`src/design/edge_list_spmv_accumulate_macros.svh`:
```
// assertion macros for the edge list spmv block
`ifndef EDGE_LIST_SPMV_ACCUMULATE_MACROS_SVH
`define EDGE_LIST_SPMV_ACCUMULATE_MACROS_SVH

`ifndef SYNTHESIS
`define ELSA_ASSERT(label, clk, rst, prop, msg) \
   label: assert property (@(posedge clk) disable iff (rst) prop) else $error(msg);
`define ELSA_ASSERT_ALWAYS(label, clk, prop, msg) \
   label: assert property (@(posedge clk) prop) else $error(msg);
`else
`define ELSA_ASSERT(label, clk, rst, prop, msg)
`define ELSA_ASSERT_ALWAYS(label, clk, prop, msg)
`endif

`endif

```
`src/design/elsa_pkg.sv`:
```
package elsa_pkg;

   localparam int VERTICES  = 16384;
   localparam int IDX_W     = $clog2(VERTICES);
   localparam int DATA_W    = 64;
   localparam int HALF_W    = DATA_W / 2;
   localparam int PROD_W    = 2 * DATA_W;
   localparam int FRAC_BITS = 32;
   localparam int CSR_IDX_W = 2;
   localparam int STEP_W    = 3;

   localparam logic [DATA_W-1:0] DEFAULT_WEIGHT_RESET = DATA_W'(429497);
   localparam logic [DATA_W-1:0] SAT_MAX = {1'b0, {(DATA_W-1){1'b1}}};
   localparam logic [DATA_W-1:0] SAT_MIN = {1'b1, {(DATA_W-1){1'b0}}};

   localparam logic [CSR_IDX_W-1:0] CSR_DEFAULT_WEIGHT  = CSR_IDX_W'(0);
   localparam logic [CSR_IDX_W-1:0] CSR_USE_EDGE_WEIGHT = CSR_IDX_W'(1);

   // multiplier sequence steps
   localparam logic [STEP_W-1:0] STEP_FIRST    = STEP_W'(0);
   localparam logic [STEP_W-1:0] STEP_LAST_PP  = STEP_W'(3);
   localparam logic [STEP_W-1:0] STEP_LAST_ACC = STEP_W'(4);
   localparam logic [STEP_W-1:0] STEP_NEG      = STEP_W'(5);
   localparam logic [STEP_W-1:0] STEP_SAT      = STEP_W'(6);

   typedef enum logic [1:0] {
      OP_LOAD  = 2'd0,
      OP_EDGE  = 2'd1,
      OP_READ  = 2'd2,
      OP_CLEAR = 2'd3
   } op_type;

   typedef enum logic [2:0] {
      ST_CLEAR,
      ST_IDLE,
      ST_READ,
      ST_EDGE_RD,
      ST_MUL,
      ST_OUT
   } state_type;

   typedef struct packed {
      logic              done;
      logic              sat;
      logic [DATA_W-1:0] product;
   } mul_rsp_type;

endpackage

```
`src/design/elsa_fxmul.sv`:
```
module elsa_fxmul
   import elsa_pkg::*;
(
   input  logic              clock,
   input  logic              reset,
   input  logic              start,
   input  logic [DATA_W-1:0] mul_a,
   input  logic [DATA_W-1:0] mul_b,
   output mul_rsp_type       mul_rsp
);

   logic              busy_ff;
   logic [STEP_W-1:0] step_ff;
   logic              done_ff;
   logic [DATA_W-1:0] ma_ff;
   logic [DATA_W-1:0] mb_ff;
   logic              neg_ff;
   logic [DATA_W-1:0] pp_ff;
   logic [1:0]        pidx_ff;
   logic [PROD_W-1:0] acc_ff;
   logic [DATA_W-1:0] product_ff;
   logic              sat_ff;

   logic [DATA_W-1:0] ma_in;
   logic [DATA_W-1:0] mb_in;
   logic [HALF_W-1:0] a_half;
   logic [HALF_W-1:0] b_half;
   logic [DATA_W-1:0] pp_in;
   logic [PROD_W-1:0] pp_ext;
   logic [PROD_W-1:0] pp_shift;
   logic [1:0]        halves;
   logic [PROD_W-1:0] acc_add;
   logic [PROD_W-1:0] acc_neg;
   logic [PROD_W-FRAC_BITS-DATA_W:0] upper;
   logic              fits;
   logic [DATA_W-1:0] fx_value;

   // magnitudes, min value maps to 2^63 as unsigned
   assign ma_in = mul_a[DATA_W-1] ? (DATA_W'(0) - mul_a) : mul_a;
   assign mb_in = mul_b[DATA_W-1] ? (DATA_W'(0) - mul_b) : mul_b;

   always_comb begin
      a_half  = step_ff[1] ? ma_ff[DATA_W-1:HALF_W] : ma_ff[HALF_W-1:0];
      b_half  = step_ff[0] ? mb_ff[DATA_W-1:HALF_W] : mb_ff[HALF_W-1:0];
      pp_in   = DATA_W'(a_half) * DATA_W'(b_half);
      pp_ext  = {DATA_W'(0), pp_ff};
      halves  = {1'b0, pidx_ff[1]} + {1'b0, pidx_ff[0]};
      case (halves)
         2'd0:    pp_shift = pp_ext;
         2'd1:    pp_shift = pp_ext << HALF_W;
         default: pp_shift = pp_ext << (2 * HALF_W);
      endcase
      acc_add = acc_ff + pp_shift;
      acc_neg = neg_ff ? (PROD_W'(0) - acc_ff) : acc_ff;
      // bits above the kept window must all match its sign bit
      upper    = acc_ff[PROD_W-1:FRAC_BITS+DATA_W-1];
      fits     = (upper == '0) || (&upper);
      fx_value = fits ? acc_ff[FRAC_BITS+DATA_W-1:FRAC_BITS]
                      : (acc_ff[PROD_W-1] ? SAT_MIN : SAT_MAX);
   end

   always_ff @(posedge clock) begin
      if (reset) begin
         busy_ff <= 1'b0;
         done_ff <= 1'b0;
         step_ff <= STEP_FIRST;
      end else begin
         done_ff <= 1'b0;
         if (start) begin
            busy_ff <= 1'b1;
            step_ff <= STEP_FIRST;
         end else if (busy_ff) begin
            if (step_ff == STEP_SAT) begin
               busy_ff <= 1'b0;
               done_ff <= 1'b1;
            end
            step_ff <= step_ff + STEP_W'(1);
         end
      end
   end

   always_ff @(posedge clock) begin
      if (start) begin
         ma_ff  <= ma_in;
         mb_ff  <= mb_in;
         neg_ff <= mul_a[DATA_W-1] ^ mul_b[DATA_W-1];
         acc_ff <= '0;
      end else if (busy_ff) begin
         if (step_ff <= STEP_LAST_PP) begin
            pp_ff   <= pp_in;
            pidx_ff <= step_ff[1:0];
         end
         if ((step_ff != STEP_FIRST) && (step_ff <= STEP_LAST_ACC)) begin
            acc_ff <= acc_add;
         end
         if (step_ff == STEP_NEG) begin
            acc_ff <= acc_neg;
         end
         if (step_ff == STEP_SAT) begin
            product_ff <= fx_value;
            sat_ff     <= !fits;
         end
      end
   end

   assign mul_rsp.done    = done_ff;
   assign mul_rsp.sat     = sat_ff;
   assign mul_rsp.product = product_ff;

endmodule

```
`config.mk`:
```
export PLATFORM = sky130hd
export DESIGN_NAME = elsa_fxmul
export DESIGN_NICKNAME = d
export VERILOG_FILES = /design/src/design/edge_list_spmv_accumulate_macros.svh /design/src/design/elsa_pkg.sv /design/src/design/elsa_fxmul.sv
export SDC_FILE = /design/constraint.sdc
export NUM_CORES = 2
export LEC_CHECK = 0
export BUFFER_PORTS_ARGS = -buffer_cell sky130_fd_sc_hd__clkbuf_2
export CAP_MARGIN = 15
export CELL_PAD_IN_SITES_DETAIL_PLACEMENT = 1
export CELL_PAD_IN_SITES_GLOBAL_PLACEMENT = 1
export CORE_MARGIN = 2
export CORE_UTILIZATION = 55
export CTS_BUF_LIST = sky130_fd_sc_hd__clkbuf_4
export CTS_CLUSTER_SIZE = 25
export DETAILED_ROUTE_END_ITERATION = 10
export PLACE_DENSITY_LB_ADDON = 0.1
export SETUP_SLACK_MARGIN = 0.3
export SYNTH_ARGS = -nofsm -noshare
export SYNTH_HDL_FRONTEND = slang
export SYNTH_SLANG_ARGS = --single-unit
```
`constraint.sdc`:
```
create_clock -name clock -period 21.6 [get_ports clock]
set_input_delay 1.08 -clock clock [delete_from_list [all_inputs] [get_ports clock]]
set_output_delay 1.08 -clock clock [all_outputs]
set_load 0.05 [all_outputs]
```
==> impl_metrics.tcl <==
set metrics [dict create \
    yosys-top-cells-area "fa_1, edfxtp_1, ha_1" \
    num-nets-final 8665 \
    hold_violations 0 \
    reg2reg_from "step_ff[1]" \
    r2r_end "pp_ff[59]" \
    placed_area_um2 64000 \
    ys_seq_area_share_pct 17.0 \
    overflow 0 \
    fin_crit_ps 10550 \
    min_to "mb_ff[0]" \
    drc_errors 0 \
    die-width_um 338 \
    clkTransAtPathRegs_ps 70 \
    gp_congestion 1.05 \
    yosys.area.top_type "fa_1" \
    hold_class "input port to register" \
    grt_pass1_wl_mm 397 \
    post_cts_resize_count 0 \
    syn_avg_cell_area_um2 8.53 \
    min_from "mul_b[0]" \
    synth-seq-cells 393 \
    fillers 13273 \
    whs_path_depth 1 \
    setup_viol 0 \
    core_um2 111000 \
    synth_common_cells "inv_1, nand2_1, fa_1" \
    worst_setup_path_start_kind "register" \
    final_cell_area_um2 65500 \
    path_class "register to register" \
    r2r_cells 29 \
    synth_edf_count 260 \
    slew_headroom_pct 13.6 \
    cts_tree "built" \
    slowest_delay_ps 770 \
    cts-root-buf "clkbuf_4" \
    endpoint_kind "register" \
    fp.dieArea_um2 114000 \
    grt_pass1_vias 61968 \
    synth_flop_cell "edfxtp_1" \
    tns_ps 0 \
    wirelength_mm 269 \
    synth_cell_types 79 \
    rows 122 \
    routed_via_density 6.56 \
    yosysTopAreaCellShare_pct 29.2 \
    worstMarginPinSlew_ps 1290 \
    max_freq_mhz 94.8 \
    port_buffers 196 \
    worstPathArrival_ps 11360 \
    num_vias 57857 \
    cts_setup_buffers 0 \
    drt-wirelength-per-cell_um 30.5 \
    io-pin-count 197 \
    clock_skew_ps 108 \
    slew_violations 0 \
    crit_fanout 41 \
    detail_route.first_pass.iterations 5 \
    grt_usage_pct 46.6 \
    async_reset_ff_share_pct 0 \
    start_util_pct 55.5 \
    synthToLayoutAreaGrowth_pct 6.53 \
    crit_required_ps 22410 \
    cts_sinks 393 \
    rsz0062_at_grt "no" \
    place_hpwl_mm 209 \
    h-tree-depth 3 \
    final.period_utilization_pct 48.8 \
    synth_most_common_cell "inv_1" \
    synth_warnings 0 \
    cp_slowest_cell "buf_4" \
    syn_nets 8639 \
    maxCapViolations 0 \
    cts_buffers 109 \
    ant_nets 0 \
    drive_above_1_share_pct 8.71 \
    clk_latency_ps 1130 \
    crit_top_cell "fa_1" \
    crit_buf_inv 7 \
    grt_antenna_before_repair 7 \
    rrSetupSlack_ps 11050 \
    die_h_um 338 \
    cts_hold_buf 0 \
    synth_cells 7211 \
    outcome "complete, no violations" \
    grt_max_degree 85 \
    clockBufferDepth 3 \
    mappedNetlistArea_um2 61500 \
    drt_iter0_drc 5847 \
    cp_top_family "adder cells" \
]
## layout by cell type, fill, tap and decap left out, drive strengths merged, types with 25 or more instances in the layout
cell    instances
a211oi         63
a21o           82
a21oi         414
a22o           63
a31oi          50
and2           87
buf            95
clkbuf        346
clkinv         40
dfxtp         133
edfxtp        260
fa            897
ha            400
inv           950
mux2           65
mux2i          66
nand2         906
nand2b         33
nand3          75
nand4          88
nor2          879
nor2b          25
nor3          129
nor4           47
o21a           27
o21ai         297
o21bai         53
o22ai          38
o31ai          54
o41ai          26
or3            70
or4            45
xnor2         231
xor2           70
## state kept, by name (all words and copies together), names as in the netlist
register / cells
ma_ff: 64
mb_ff: 64
pidx_ff: 2
pp_ff: 64
acc_ff: 128
busy_ff: 1
step_ff: 3
product_ff: 64
done_ff: 1
neg_ff: 1
sat_ff: 1
## stage by stage
stage | utilization (%) | instances | hold WS, ps | worst slack (ps)
global route | 59.1 | 8814 | 262 | 10690
floorplan | - | 7211 | 458 | 12540
detailed placement | 57.7 | 8612 | 520 | 11360
finish | 59.1 | 8818 | 243 | 11050
global placement | 57.7 | 8612 | 504 | 11760
CTS | 59.1 | 8810 | 196 | 11360
## final cells by class
cell class	instances	area [µm²]	share of cell area (%)
clock inverter	47	338	0.516
inverter	948	3560	5.43
timing repair buffer	290	1730	2.64
antenna	6	15.0	0.0229
clock buffer	151	1130	1.73
multi-input combinational	5495	46400	70.8
sequential	393	10500	16.0
tap	1488	1860	2.84
## routing by layer
| layer | vias to the layer above | routed length [µm] | share of wire (%) | GRT usage [%] |
|---|---|---|---|---|
| met5 | - | 78 | 0.029 | 0 |
| met4 | 10 | 25200 | 9.4 | 35.2 |
| met3 | 1307 | 29200 | 11 | 12.4 |
| met2 | 3781 | 120000 | 45 | 73.1 |
| met1 | 28792 | 94700 | 35 | 54.8 |
| li1 | 23967 | - | - | - |
## worst max path at each step
stage,startpoint,to,slack [ps],depth (start not counted)
after floorplan,step_ff[0],pp_ff[60],12540,29
after global placement,step_ff[1],pp_ff[59],11760,29
after detailed placement,step_ff[1],pp_ff[59],11360,29
after CTS,step_ff[1],pp_ff[57],11360,29
after global routing,step_ff[1],pp_ff[59],10690,29
final,step_ff[1],pp_ff[59],11050,29
## cell families (layout without fill, tap and decap cells)
family / Yosys count / after routing / synth area share (%)
buf+inv: 1323 / 1436 / 8.11
simple gates: 2455 / 2455 / 17.6
mux: 131 / 131 / 2.26
other cells: 0 / 6 / 0
flops: 393 / 393 / 17.0
fa+ha+maj: 1297 / 1297 / 37.3
compound gates: 1311 / 1311 / 13.4
xor+xnor: 301 / 301 / 4.29
Power is not shown: default switching activity piles up to over one toggle a cycle in this logic, so the estimate is an artifact.
